==> src/sv/ltlm_pkg.sv <==
`timescale 1ns / 1ps
// shared types and constants of the loopback tick latency meter
// no dependencies

package ltlm_pkg;

   localparam int TIME_W   = 48;
   localparam int SAMPLE_W = 16;
   localparam int THR_W    = 15;
   localparam int HOLD_W   = 20;
   localparam int LAT_W    = 21;
   localparam int DIFF_W   = TIME_W + 1;
   localparam int CSR_AW   = 1;
   localparam int CSR_DW   = HOLD_W;

   localparam logic [THR_W-1:0]  THRESHOLD_RST = THR_W'(22938);
   localparam logic [HOLD_W-1:0] HOLDOFF_RST   = HOLD_W'(950000);

   localparam logic [CSR_AW-1:0] CSR_THRESHOLD = 1'b0;
   localparam logic [CSR_AW-1:0] CSR_HOLDOFF   = 1'b1;

   localparam logic KIND_SEND = 1'b0;
   localparam logic KIND_RECV = 1'b1;

   localparam int Q_DEPTH = 2;
   localparam int Q_AW    = 1;

   typedef struct packed {
      logic [THR_W-1:0]  threshold;
      logic [HOLD_W-1:0] holdoff_us;
   } ltlm_cfg_type;

   typedef struct packed {
      logic                    sent;
      logic                    meas;
      logic signed [LAT_W-1:0] lat;
   } ltlm_cmd_type;

endpackage

==> src/sv/ltlm_front.sv <==
`timescale 1ns / 1ps
// front end: takes samples, tracks send and receive tick times, classifies
// depends on ltlm_pkg

module ltlm_front (
   input  logic                              clock,
   input  logic                              reset,
   input  ltlm_pkg::ltlm_cfg_type            cfg,
   input  logic                              in_valid,
   output logic                              in_ready,
   input  logic                              in_kind,
   input  logic [ltlm_pkg::TIME_W-1:0]       in_time,
   input  logic signed [ltlm_pkg::SAMPLE_W-1:0] in_sample,
   input  logic                              q_full,
   output logic                              q_push,
   output ltlm_pkg::ltlm_cmd_type            q_cmd
);
   import ltlm_pkg::*;

   logic                       vld_ff, vld_in;
   logic                       kind_ff;
   logic [TIME_W-1:0]          time_ff;
   logic signed [SAMPLE_W-1:0] sample_ff;
   logic [TIME_W-1:0]          send_time_ff, send_time_in;
   logic [TIME_W-1:0]          recv_time_ff, recv_time_in;

   logic [SAMPLE_W:0]          mag;
   logic                       loud;
   logic signed [DIFF_W-1:0]   diff_s, diff_r, hold_ext;
   logic                       send_blk, recv_blk;
   logic                       sent, meas;
   logic signed [LAT_W-1:0]    lat;
   logic [DIFF_W-LAT_W:0]      upper;

   always_comb begin
      mag = sample_ff[SAMPLE_W-1]
            ? (SAMPLE_W+1)'(-$signed({sample_ff[SAMPLE_W-1], sample_ff}))
            : {1'b0, sample_ff};
      loud     = mag > (SAMPLE_W+1)'(cfg.threshold);
      diff_s   = $signed({1'b0, time_ff}) - $signed({1'b0, send_time_ff});
      diff_r   = $signed({1'b0, time_ff}) - $signed({1'b0, recv_time_ff});
      hold_ext = $signed({{(DIFF_W-HOLD_W){1'b0}}, cfg.holdoff_us});
      send_blk = (send_time_ff != '0) && (diff_s <= hold_ext);
      recv_blk = (recv_time_ff != '0) && (diff_r <= hold_ext);
      sent     = (kind_ff == KIND_SEND) && !send_blk && loud;
      meas     = (kind_ff == KIND_RECV) && (send_time_ff != '0) && !recv_blk && loud;
      upper    = diff_s[DIFF_W-1:LAT_W-1];
      if (!diff_s[DIFF_W-1] && (upper != '0)) begin
         lat = {1'b0, {(LAT_W-1){1'b1}}};
      end else if (diff_s[DIFF_W-1] && (upper != '1)) begin
         lat = {1'b1, {(LAT_W-1){1'b0}}};
      end else begin
         lat = diff_s[LAT_W-1:0];
      end
   end

   assign q_push    = vld_ff && !q_full;
   assign in_ready  = !vld_ff || !q_full;
   assign q_cmd.sent = sent;
   assign q_cmd.meas = meas;
   assign q_cmd.lat  = lat;

   always_comb begin
      vld_in       = vld_ff;
      send_time_in = send_time_ff;
      recv_time_in = recv_time_ff;
      if (q_push) begin
         vld_in = 1'b0;
         if (sent) begin
            send_time_in = time_ff;
         end
         if (meas) begin
            recv_time_in = time_ff;
         end
      end
      if (in_valid && in_ready) begin
         vld_in = 1'b1;
      end
   end

   always_ff @(posedge clock) begin
      if (reset) begin
         vld_ff       <= 1'b0;
         send_time_ff <= '0;
         recv_time_ff <= '0;
      end else begin
         vld_ff       <= vld_in;
         send_time_ff <= send_time_in;
         recv_time_ff <= recv_time_in;
      end
   end

   always_ff @(posedge clock) begin
      if (in_valid && in_ready) begin
         kind_ff   <= in_kind;
         time_ff   <= in_time;
         sample_ff <= in_sample;
      end
   end

endmodule

==> src/sv/ltlm_queue.sv <==
`timescale 1ns / 1ps
// short command queue between front end and back end
// depends on ltlm_pkg

module ltlm_queue (
   input  logic                   clock,
   input  logic                   reset,
   input  logic                   push,
   input  ltlm_pkg::ltlm_cmd_type push_cmd,
   output logic                   full,
   input  logic                   pop,
   output logic                   valid,
   output ltlm_pkg::ltlm_cmd_type pop_cmd
);
   import ltlm_pkg::*;

   ltlm_cmd_type        mem_ff [Q_DEPTH];
   logic [Q_AW-1:0]     wr_ptr_ff, wr_ptr_in;
   logic [Q_AW-1:0]     rd_ptr_ff, rd_ptr_in;
   logic [Q_AW:0]       cnt_ff, cnt_in;

   assign full    = cnt_ff == (Q_AW+1)'(Q_DEPTH);
   assign valid   = cnt_ff != '0;
   assign pop_cmd = mem_ff[rd_ptr_ff];

   always_comb begin
      wr_ptr_in = wr_ptr_ff;
      rd_ptr_in = rd_ptr_ff;
      cnt_in    = cnt_ff;
      if (push) begin
         wr_ptr_in = (wr_ptr_ff == Q_AW'(Q_DEPTH-1)) ? '0 : wr_ptr_ff + 1'b1;
      end
      if (pop) begin
         rd_ptr_in = (rd_ptr_ff == Q_AW'(Q_DEPTH-1)) ? '0 : rd_ptr_ff + 1'b1;
      end
      if (push && !pop) begin
         cnt_in = cnt_ff + 1'b1;
      end else if (pop && !push) begin
         cnt_in = cnt_ff - 1'b1;
      end
   end

   always_ff @(posedge clock) begin
      if (reset) begin
         wr_ptr_ff <= '0;
         rd_ptr_ff <= '0;
         cnt_ff    <= '0;
      end else begin
         wr_ptr_ff <= wr_ptr_in;
         rd_ptr_ff <= rd_ptr_in;
         cnt_ff    <= cnt_in;
      end
   end

   always_ff @(posedge clock) begin
      if (push) begin
         mem_ff[wr_ptr_ff] <= push_cmd;
      end
   end

   a_no_overflow: assert property (@(posedge clock) disable iff (reset)
      push |-> (!full || pop))
      else $error("queue push while full");

   a_no_underflow: assert property (@(posedge clock) disable iff (reset)
      pop |-> valid)
      else $error("queue pop while empty");

   a_cnt_bound: assert property (@(posedge clock) disable iff (reset)
      cnt_ff <= (Q_AW+1)'(Q_DEPTH))
      else $error("queue count out of range");

endmodule

==> src/sv/ltlm_back.sv <==
`timescale 1ns / 1ps
// back end: latency ring, running sum and positive count, serial divider
// for the average, result register; depends on ltlm_pkg

module ltlm_back #(
   parameter int RING_DEPTH = 5
) (
   input  logic                              clock,
   input  logic                              reset,
   input  logic                              q_valid,
   input  ltlm_pkg::ltlm_cmd_type            q_cmd,
   output logic                              q_pop,
   output logic                              out_valid,
   input  logic                              out_ready,
   output logic                              out_sent,
   output logic                              out_meas,
   output logic signed [ltlm_pkg::LAT_W-1:0] out_last,
   output logic signed [ltlm_pkg::LAT_W-1:0] out_avg
);
   import ltlm_pkg::*;

   localparam int CNT_W = $clog2(RING_DEPTH + 1);
   localparam int IDX_W = (RING_DEPTH > 1) ? $clog2(RING_DEPTH) : 1;
   localparam int SUM_W = LAT_W + CNT_W;
   localparam int BC_W  = $clog2(SUM_W + 1);

   typedef enum logic [1:0] {S_IDLE, S_DIV, S_FIN} state_type;

   state_type                 state_ff;
   logic signed [LAT_W-1:0]   ring_ff [RING_DEPTH];
   logic [RING_DEPTH-1:0]     ring_vld_ff;
   logic [IDX_W-1:0]          wr_idx_ff;
   logic signed [SUM_W-1:0]   sum_ff;
   logic [CNT_W-1:0]          pos_cnt_ff;
   logic signed [LAT_W-1:0]   last_ff;
   logic signed [LAT_W-1:0]   avg_ff;
   logic [CNT_W-1:0]          rem_ff;
   logic [SUM_W-1:0]          quo_ff;
   logic [CNT_W-1:0]          div_ff;
   logic                      neg_ff;
   logic [BC_W-1:0]           bit_cnt_ff;
   logic                      rsp_vld_ff;
   logic                      rsp_sent_ff;
   logic                      rsp_meas_ff;
   logic signed [LAT_W-1:0]   rsp_last_ff;
   logic signed [LAT_W-1:0]   rsp_avg_ff;

   logic                      out_free;
   logic                      rsp_load;
   logic signed [LAT_W-1:0]   old_val;
   logic signed [SUM_W-1:0]   sum_in;
   logic [CNT_W-1:0]          cnt_in;
   logic [SUM_W-1:0]          abs_sum;
   logic [IDX_W-1:0]          wr_idx_in;
   logic [CNT_W:0]            trial;
   logic                      ge;
   logic signed [SUM_W:0]     quo_s;
   logic [SUM_W-LAT_W+1:0]    upper;
   logic signed [LAT_W-1:0]   avg_sat;

   assign out_free = !rsp_vld_ff || out_ready;
   assign q_pop    = (state_ff == S_IDLE) && q_valid && (q_cmd.meas || out_free);
   assign rsp_load = (q_pop && !q_cmd.meas) || ((state_ff == S_FIN) && out_free);

   always_comb begin
      old_val   = ring_vld_ff[wr_idx_ff] ? ring_ff[wr_idx_ff] : '0;
      sum_in    = sum_ff - SUM_W'(old_val) + SUM_W'(q_cmd.lat);
      cnt_in    = pos_cnt_ff - CNT_W'(old_val > 0) + CNT_W'(q_cmd.lat > 0);
      abs_sum   = sum_in[SUM_W-1] ? SUM_W'(-sum_in) : SUM_W'(sum_in);
      wr_idx_in = (wr_idx_ff == IDX_W'(RING_DEPTH - 1)) ? '0 : wr_idx_ff + 1'b1;
      trial     = {rem_ff, quo_ff[SUM_W-1]};
      ge        = trial >= {1'b0, div_ff};
      quo_s     = neg_ff ? -$signed({1'b0, quo_ff}) : $signed({1'b0, quo_ff});
      upper     = quo_s[SUM_W:LAT_W-1];
      if (!quo_s[SUM_W] && (upper != '0)) begin
         avg_sat = {1'b0, {(LAT_W-1){1'b1}}};
      end else if (quo_s[SUM_W] && (upper != '1)) begin
         avg_sat = {1'b1, {(LAT_W-1){1'b0}}};
      end else begin
         avg_sat = quo_s[LAT_W-1:0];
      end
   end

   always_ff @(posedge clock) begin
      if (reset) begin
         state_ff    <= S_IDLE;
         ring_vld_ff <= '0;
         wr_idx_ff   <= '0;
         sum_ff      <= '0;
         pos_cnt_ff  <= '0;
         last_ff     <= '0;
         avg_ff      <= '0;
         rsp_vld_ff  <= 1'b0;
      end else begin
         if (rsp_load) begin
            rsp_vld_ff <= 1'b1;
         end else if (out_ready) begin
            rsp_vld_ff <= 1'b0;
         end
         unique case (state_ff)
            S_IDLE: begin
               if (q_pop) begin
                  if (q_cmd.meas) begin
                     ring_ff[wr_idx_ff]     <= q_cmd.lat;
                     ring_vld_ff[wr_idx_ff] <= 1'b1;
                     wr_idx_ff              <= wr_idx_in;
                     sum_ff                 <= sum_in;
                     pos_cnt_ff             <= cnt_in;
                     last_ff                <= q_cmd.lat;
                     rem_ff                 <= '0;
                     quo_ff                 <= abs_sum;
                     neg_ff                 <= sum_in[SUM_W-1];
                     div_ff                 <= (cnt_in == '0) ? CNT_W'(1) : cnt_in;
                     bit_cnt_ff             <= BC_W'(SUM_W);
                     state_ff               <= S_DIV;
                  end else begin
                     rsp_sent_ff <= q_cmd.sent;
                     rsp_meas_ff <= 1'b0;
                     rsp_last_ff <= last_ff;
                     rsp_avg_ff  <= avg_ff;
                  end
               end
            end
            S_DIV: begin
               rem_ff     <= ge ? CNT_W'(trial - {1'b0, div_ff}) : CNT_W'(trial);
               quo_ff     <= {quo_ff[SUM_W-2:0], ge};
               bit_cnt_ff <= bit_cnt_ff - 1'b1;
               if (bit_cnt_ff == BC_W'(1)) begin
                  state_ff <= S_FIN;
               end
            end
            S_FIN: begin
               if (out_free) begin
                  avg_ff      <= avg_sat;
                  rsp_sent_ff <= 1'b0;
                  rsp_meas_ff <= 1'b1;
                  rsp_last_ff <= last_ff;
                  rsp_avg_ff  <= avg_sat;
                  state_ff    <= S_IDLE;
               end
            end
            default: begin
               state_ff <= S_IDLE;
            end
         endcase
      end
   end

   assign out_valid = rsp_vld_ff;
   assign out_sent  = rsp_sent_ff;
   assign out_meas  = rsp_meas_ff;
   assign out_last  = rsp_last_ff;
   assign out_avg   = rsp_avg_ff;

   a_pos_cnt_bound: assert property (@(posedge clock) disable iff (reset)
      pos_cnt_ff <= CNT_W'(RING_DEPTH))
      else $error("positive count exceeds ring depth");

   a_idx_bound: assert property (@(posedge clock) disable iff (reset)
      wr_idx_ff <= IDX_W'(RING_DEPTH - 1))
      else $error("ring write index out of range");

   a_div_nonzero: assert property (@(posedge clock) disable iff (reset)
      (state_ff == S_DIV) |-> (div_ff != '0) && (rem_ff < div_ff))
      else $error("divider state inconsistent");

   a_no_pop_busy: assert property (@(posedge clock) disable iff (reset)
      (state_ff != S_IDLE) |-> !q_pop)
      else $error("queue popped while dividing");

endmodule

==> src/sv/loopback_tick_latency_meter_unit.sv <==
`timescale 1ns / 1ps
// top level of the loopback tick latency meter: control registers and wiring
// depends on ltlm_pkg, ltlm_front, ltlm_queue, ltlm_back

// The front end takes one sample per clock unless the queue is full and decides
// whether it is a send tick, a measured return tick or nothing; a two-entry
// queue passes that decision to the back end. An item that stores no latency
// is loaded into the result register when the back end pops it, so such items
// sustain one per clock while the output is ready and no divide runs. An item
// that stores a latency updates the ring sum and the positive count at once and
// then runs a one-bit-per-cycle divider for the average; no new item is popped
// until the result is loaded. The ring needs no clearing pass after reset.

module loopback_tick_latency_meter_unit #(
   parameter int RING_DEPTH = 5
) (
   input  logic                           clock,
   input  logic                           reset,
   input  logic                           req_tvalid,
   output logic                           req_tready,
   input  logic [63:0]                    req_tdata,  // time_us, sample
   input  logic                           req_tuser,  // kind
   output logic                           rsp_tvalid,
   input  logic                           rsp_tready,
   output logic [47:0]                    rsp_tdata,  // last_latency_us, average_latency_us, pad
   output logic [1:0]                     rsp_tuser,  // tick_sent, measured
   input  logic                           csr_we,
   input  logic [ltlm_pkg::CSR_AW-1:0]    csr_addr,
   input  logic [ltlm_pkg::CSR_DW-1:0]    csr_wdata
);
   import ltlm_pkg::*;

   ltlm_cfg_type            cfg_ff;
   ltlm_cmd_type            push_cmd, pop_cmd;
   logic                    q_full, q_push, q_pop, q_valid;
   logic                    out_sent, out_meas;
   logic signed [LAT_W-1:0] out_last, out_avg;

   always_ff @(posedge clock) begin
      if (reset) begin
         cfg_ff.threshold  <= THRESHOLD_RST;
         cfg_ff.holdoff_us <= HOLDOFF_RST;
      end else if (csr_we) begin
         unique case (csr_addr)
            CSR_THRESHOLD: cfg_ff.threshold  <= csr_wdata[THR_W-1:0];
            CSR_HOLDOFF:   cfg_ff.holdoff_us <= csr_wdata[HOLD_W-1:0];
            default: ;
         endcase
      end
   end

   ltlm_front u_front (
      .clock     (clock),
      .reset     (reset),
      .cfg       (cfg_ff),
      .in_valid  (req_tvalid),
      .in_ready  (req_tready),
      .in_kind   (req_tuser),
      .in_time   (req_tdata[TIME_W-1:0]),
      .in_sample ($signed(req_tdata[TIME_W+SAMPLE_W-1:TIME_W])),
      .q_full    (q_full),
      .q_push    (q_push),
      .q_cmd     (push_cmd)
   );

   ltlm_queue u_queue (
      .clock    (clock),
      .reset    (reset),
      .push     (q_push),
      .push_cmd (push_cmd),
      .full     (q_full),
      .pop      (q_pop),
      .valid    (q_valid),
      .pop_cmd  (pop_cmd)
   );

   ltlm_back #(
      .RING_DEPTH (RING_DEPTH)
   ) u_back (
      .clock     (clock),
      .reset     (reset),
      .q_valid   (q_valid),
      .q_cmd     (pop_cmd),
      .q_pop     (q_pop),
      .out_valid (rsp_tvalid),
      .out_ready (rsp_tready),
      .out_sent  (out_sent),
      .out_meas  (out_meas),
      .out_last  (out_last),
      .out_avg   (out_avg)
   );

   assign rsp_tdata = {(48 - 2 * LAT_W)'(0), out_avg, out_last};
   assign rsp_tuser = {out_meas, out_sent};

endmodule
==> config.mk <==
export PLATFORM = sky130hd
export DESIGN_NAME = loopback_tick_latency_meter_unit
export DESIGN_NICKNAME = d
export VERILOG_FILES = /design/src/sv/ltlm_pkg.sv /design/src/sv/ltlm_front.sv /design/src/sv/ltlm_queue.sv /design/src/sv/ltlm_back.sv /design/src/sv/loopback_tick_latency_meter_unit.sv
export SDC_FILE = /design/constraint.sdc
export NUM_CORES = 1
export LEC_CHECK = 0
export BUFFER_PORTS_ARGS = -buffer_cell sky130_fd_sc_hd__buf_2
export CAP_MARGIN = 20
export CORE_MARGIN = 1
export CORE_UTILIZATION = 47
export DETAILED_ROUTE_END_ITERATION = 6
export GPL_ROUTABILITY_DRIVEN = 0
export SYNTH_ARGS = -nofsm -noshare
export SYNTH_HDL_FRONTEND = slang
export SYNTH_SLANG_ARGS = --single-unit
==> constraint.sdc <==
create_clock -name clock -period 18.3 [get_ports clock]
set_clock_uncertainty 0.2 [all_clocks]
set_input_delay 3.66 -clock clock [delete_from_list [all_inputs] [get_ports clock]]
set_output_delay 3.66 -clock clock [all_outputs]
set_load 0.02 [all_outputs]
Yosys cells after proc, flatten, opt, wreduce, memory -nomap -nowiden
Memories as Yosys holds them, arrays and structs flattened. A register that Yosys moved wholly into a read port is not among the register bits. Cells that the tools add are included.

Register bits after elaboration: 361. Bits in writable memories: 151. Input bits: 91. Output and inout port bits: 52. Word-level logic and storage cells: 189. Memories: 2.

Memories: u_back.ring_ff (depth 5, bits a word 21, rd ports 1, clocked after memory_dff 1, write ports 1, line ltlm_back.sv:30) `logic signed [LAT_W-1:0] ring_ff [RING_DEPTH];`; u_queue.mem_ff (depth 2, bits a word 23, rd ports 1, clocked after memory_dff 1, write ports 1, line ltlm_queue.sv:17) `ltlm_cmd_type mem_ff [Q_DEPTH];`.

Add/sub/neg operators: 16. Magnitude comparators: 8. Equality and inequality tests: 12. Mux-type cells: 63. Bitwise gates (word level): 4. Reduce and logical (&&, ||, !) cells: 56.

Operators with widths (number): 2-to-1 mux 21 bit (11); less-or-equal comparator 49 x 21 -> 1 bit (2); subtractor 48 x 48 -> 49 bit (2); nonzero test 48 bit (2); one-hot mux 21 bit (2 select lines) (2); 2-to-1 mux 24 bit (3); one-hot mux 24 bit (2 select lines) (1); > comparator 21 x 1 -> 1 bit (second input constant) (2); inequality test 29 bit (second input constant) (1); nonzero test 29 bit (1); 2-to-1 mux 25 bit (1); negator 24 -> 25 bit (1); adder 24 x 21 -> 24 bit (1); negator 24 bit (1); subtractor 24 x 21 -> 24 bit (1); 2-to-1 mux 1 bit (23); logical AND 1 bit (20); 2-to-1 mux 3 bit (6); > comparator 17 x 15 -> 1 bit (1); 2-to-1 mux 17 bit (1); negator 16 -> 17 bit (1); 2-to-1 mux 2 bit (6); AND reduction 4 bit (3); nonzero test 2 bit (6); other kinds (35) (60).

Longest topological paths before layout
Depth after elaboration: 10. Mapped depth: 24. Mapped depth without buffers: 22.

Hierarchy
From an unflattened synthesis, not the netlist that was laid out.

Cells, all modules: 3389. Area, all modules: 32316.0 µm².

Modules (own cells, without submodules): ltlm_front (instances 1, cells an instance 1861, area an instance 15174.6 µm², seq. area each 3893.7 µm²); ltlm_back (instances 1, cells an instance 1285, area an instance 13760.7 µm², seq. area each 7216.9 µm²); ltlm_queue (instances 1, cells an instance 93, area an instance 1865.5 µm², seq. area each 1481.4 µm²); loopback_tick_latency_meter_unit (instances 1, cells an instance 150, area an instance 1515.2 µm², seq. area each 700.7 µm²).

Worst setup path after synthesis
OpenSTA, ideal clock, no wires.

Path kind: input to register. Start: in reset. End: reg u_back.rsp_avg_ff[0], in the netlist u_back.out_avg[0], enable pin. Library setup time: 0.500 ns. Data arrival time: 7.114 ns. Required time: 17.600 ns. Slack: 10.486 ns. Cell stages on the path: 3. Buffers on the path: 2. Cell sequence: clkbuf_1 > buf_1 > nor3_1.

Longest elaborated chain between the ends: 2.

Ends and longest elaborated chain: from (decl) (line loopback_tick_latency_meter_unit.sv:18) `input logic reset,`; NOT 1 bit (no line); AND reduction 5 bit (no line); to (signal assigned) (line ltlm_back.sv:120) `rsp_avg_ff <= avg_ff;`; to (signal assigned) (line ltlm_back.sv:138) `rsp_avg_ff <= avg_sat;`; to (decl) (line ltlm_back.sv:46) `logic signed [LAT_W-1:0] rsp_avg_ff;`.

Every way passes these cells. A chain may end at the register's enable or synchronous reset.

Worst setup path in the final report
Start: reg u_back.wr_idx_ff[0]. End: reg u_back.quo_ff[19] (data pin).

Longest elaborated chain between the ends: 10.

Ends and longest elaborated chain: from (decl) (line ltlm_back.sv:32) `logic [IDX_W-1:0] wr_idx_ff;`; from (signal assigned) (line ltlm_back.sv:106) `wr_idx_ff <= wr_idx_in;`; binary-select mux 1 bit (select 3 bit) (*) (line ltlm_back.sv:66) `old_val = ring_vld_ff[wr_idx_ff] ? ring_ff[wr_idx_ff] : '0;`; 2-to-1 mux 1 bit (not written as such) (*) (line ltlm_back.sv:66); 2-to-1 mux 21 bit (*) (line ltlm_back.sv:66); subtractor 24 x 21 -> 24 bit (*) (line ltlm_back.sv:67) `sum_in = sum_ff - SUM_W'(old_val) + SUM_W'(q_cmd.lat);`; adder 24 x 21 -> 24 bit (*) (line ltlm_back.sv:67); negator 24 bit (line ltlm_back.sv:69) `abs_sum = sum_in[SUM_W-1] ? SUM_W'(-sum_in) : SUM_W'(sum_in);`; 2-to-1 mux 24 bit (*) (line ltlm_back.sv:69); 2-to-1 mux 24 bit (*) (line ltlm_back.sv:103) `if (q_cmd.meas) begin`; 2-to-1 mux 24 bit (*) (line ltlm_back.sv:102) `if (q_pop) begin`; one-hot mux 24 bit (2 select lines) (*) (line ltlm_back.sv:100) `unique case (state_ff)`; to (signal assigned) (line ltlm_back.sv:111) `quo_ff <= abs_sum;`; to (signal assigned) (line ltlm_back.sv:126) `quo_ff <= {quo_ff[SUM_W-2:0], ge};`; to (decl) (line ltlm_back.sv:38) `logic [SUM_W-1:0] quo_ff;`.

Every way passes the cells marked *; elsewhere a longest branch is shown, timed or not. The select of a mux whose other input is x is not followed.

==> impl_metrics.ini <==
[status]
status = complete, no violations

[clock_tree]
root_buffer = clkbuf_16
cts_sinks = 516
clock_latency_ps = 630
postCtsHoldBufs = 0
cts-resized-gates = 0
cts_max_path_buffers = 3
cts_tree = built
cts_buffers = 56
htreeDepth = 2
cts_setup_buffers = 0
cts.clk_slew.worst_paths_ps = 60

[timing]
drv_slew = 0
period_share_pct = 34.7
finalHoldViolations = 0
fin_crit_ps = 6360
tns_ps = 0
fmax_ghz = 0.157
worst_pin_slew_ps = 1070
finalSetupViolCount = 0
rsz0062_at_grt = false
layout_setup_ws_ps = 11950
max_slew_margin_pct = 28.4

[grt]
antenna_found_initial = 0
grt_use_total_pct = 24.0
grt_pass1_wl_um = 127000
grt_overflow = 0
use_met3_pct = 2.86
grt_pass1_vias = 23702
grt_max_degree = 115
met2_usage_pct = 41.0
met1_usage_pct = 30.7
busiest_layer = met2

[setup_path]
crit_required_ps = 18450
rrSetupSlack_ps = 11950
r2r_start = u_back.wr_idx_ff[0]
path_cells = mux4_2 -> nor2b_1 -> a31oi_1 -> buf_4 -> a21oi_1 -> inv_1 -> fa_1 -> fa_1 -> a21o_1 -> a211o_1 -> a211o_1 -> a21oi_1 -> xnor2_1 -> or3_1 -> nor3_2 -> nand3_1 -> or4_1 -> o31ai_1 -> xor2_1 -> a21oi_1
crit_type = flip-flop to flip-flop
crit_fanout = 22
crit_slowest_cell = or4_1
start_kind = flip-flop
critPathBufInv = 2
reg2reg_to = u_back.quo_ff[19]
end_kind = flip-flop
cp_data_arrival_time_ps = 6510
cpPeakStageDelay_ps = 620
cpLargestDelayFamily = compound AO/OA/AOI/OAI gates
reg2reg_depth = 20
cp_common_cell = a21oi_1

[yosys]
synth_top_area_cell = edfxtp_1
synth_top_area_share_pct = 29.1
yosys_warnings = 0
yosysMostFrequentCell = nand2_1
synth_edf_count = 296
synth_area_um2 = 30600
synth_flop_cell = edfxtp_1
postSynthAreaPerCell_um2 = 9.52
synth.distinct_cells = 89
synth.yosys.seq_area_share_pct = 43.5
synthArstFlopShare_pct = 0
synth_common_cells = nand2_1, edfxtp_1, inv_1, a21oi_1, nor2_1
synth.area.top_cells = edfxtp_1, dfxtp_1, ha_1
ys_ff_latch = 516
syn_inst = 3211

[finish]
n_antenna_cell = 0
fin_cells = 4196
final_nets = 3600
fill_cells = 5852
area_growth_pct = 10.9
finalInstanceArea_um2 = 33900
layout-drive-gt1-share_pct = 9.67

[worst_hold_path]
holdCritStartpoint = u_back.last_ff[20]
min_path_cells = 0
hold_end = u_back.out_last[20]
hold_class = flip-flop to flip-flop

[power]
p_leak_nw = 12.9
pwr_density_cell_nw_per_um2 = 150
power_w = 0.00509
worst_ir_drop_vdd_v = 0.000138

[route]
first_pass_iters = 7
antenna_left = 0
drt_wl_total_um = 79700
viasPerCell = 5.72
drtIter0Drc = 1412
num_vias = 23986
wl_per_cell_um = 19.0
drc = 0

[floorplan]
rows = 93
die_h_um = 257
coreArea_um2 = 64300
die-area_um2 = 66100
die_w_um = 257
initial_core_util_pct = 47.5
io_pins = 143

[place]
dp_cells = 4088
pre_cts_ws_ps = 11780
place_area_um2 = 32000
hpwl_um = 61000
io_buffers = 136

[flow_run]
drv_cap = 0
metrics by stage:
stage / util [%] / hold WS, ps
floorplan: - / 209
global placement: 49.6 / 215
detailed placement: 49.7 / 217
CTS: 52.6 / 232
global route: 52.7 / 236
finish: 52.7 / 229
metal layers:
layer | part of all wire, % | up-vias | wire length [µm]
met5 | 0 | - | 0
met3 | 4.7 | 177 | 3730
met2 | 48 | 670 | 38500
met1 | 43 | 11451 | 34400
li1 | - | 11688 | -
met4 | 3.9 | 0 | 3120
cell usage in the layout (no fill, tap or decap), drive strengths merged, types with 22 or more instances in the layout:
master	synthesis	layout
ha	189	189
a21o	71	71
nand4	62	62
buf	42	171
clkbuf	110	73
xor2	55	55
fa	27	27
nor2	226	226
edfxtp	296	296
a211oi	58	58
o21bai	27	27
mux2i	140	140
nor4	45	45
o21ai	150	150
nand2b	24	24
mux4	22	22
nand3	30	30
o211ai	42	42
xnor2	99	99
a21oi	265	265
inv	277	281
o21a	34	34
dfxtp	220	220
nand2	414	414
nor3	44	44
o31ai	23	23
flip-flops by register name (all words and copies together), names as in the netlist, 24 cells and up, named ones only:
name	cells
u_queue.mem_ff	46
u_front.recv_time_ff	48
u_back.ring_ff	105
u_front.send_time_ff	48
u_front.time_ff	48
u_back.sum_ff	24
u_back.quo_ff	24
cfg_ff	35
cell families after synthesis:
group                      synth area share (%)
AOI/OAI and AO/OA                          16.0
xor gates and xnor gates                   4.41
adders and majority gates                  9.50
DFF                                        43.5
and+or+nand+nor                            14.4
other                                    0.0123
muxes                                      6.46
buffers and inverters                      5.75
worst max path at each step:
stage                        startpoint                     to  slack (ps)  cells past startpoint
detailed placement  u_back.wr_idx_ff[0]       u_back.quo_ff[5]       11780                     19
CTS                 u_back.wr_idx_ff[0]      u_back.quo_ff[11]       11770                     19
floorplan                         reset      u_back.out_avg[0]       10490                      3
global route        u_back.wr_idx_ff[0]      u_back.quo_ff[19]       11550                     20
global placement                  reset  u_back.ring_ff[4][10]       11940                      4
finish              u_back.wr_idx_ff[0]      u_back.quo_ff[19]       11950                     20
cell type report:
class                           count  area, µm²  area share (%)
Clock buffer                       73       1530            4.51
Clock inverter                     33        364            1.07
Inverter                          277       1040            3.07
Multi-Input combinational cell   2271      15600            45.9
Sequential cell                   516      13300            39.2
Tap cell                          855       1070            3.15
Timing Repair Buffer              171       1030            3.05
where the power goes:
part / internal (W) / total, W / leakage (nW) / switching (W)
logic: 0.000919 / 0.00235 / 7.50 / 0.00143
clock network: 0.000667 / 0.00115 / 0.916 / 0.000486
registers: 0.00149 / 0.00159 / 4.51 / 0.000106
No activity file was read; power rests on OpenSTA's default activity.
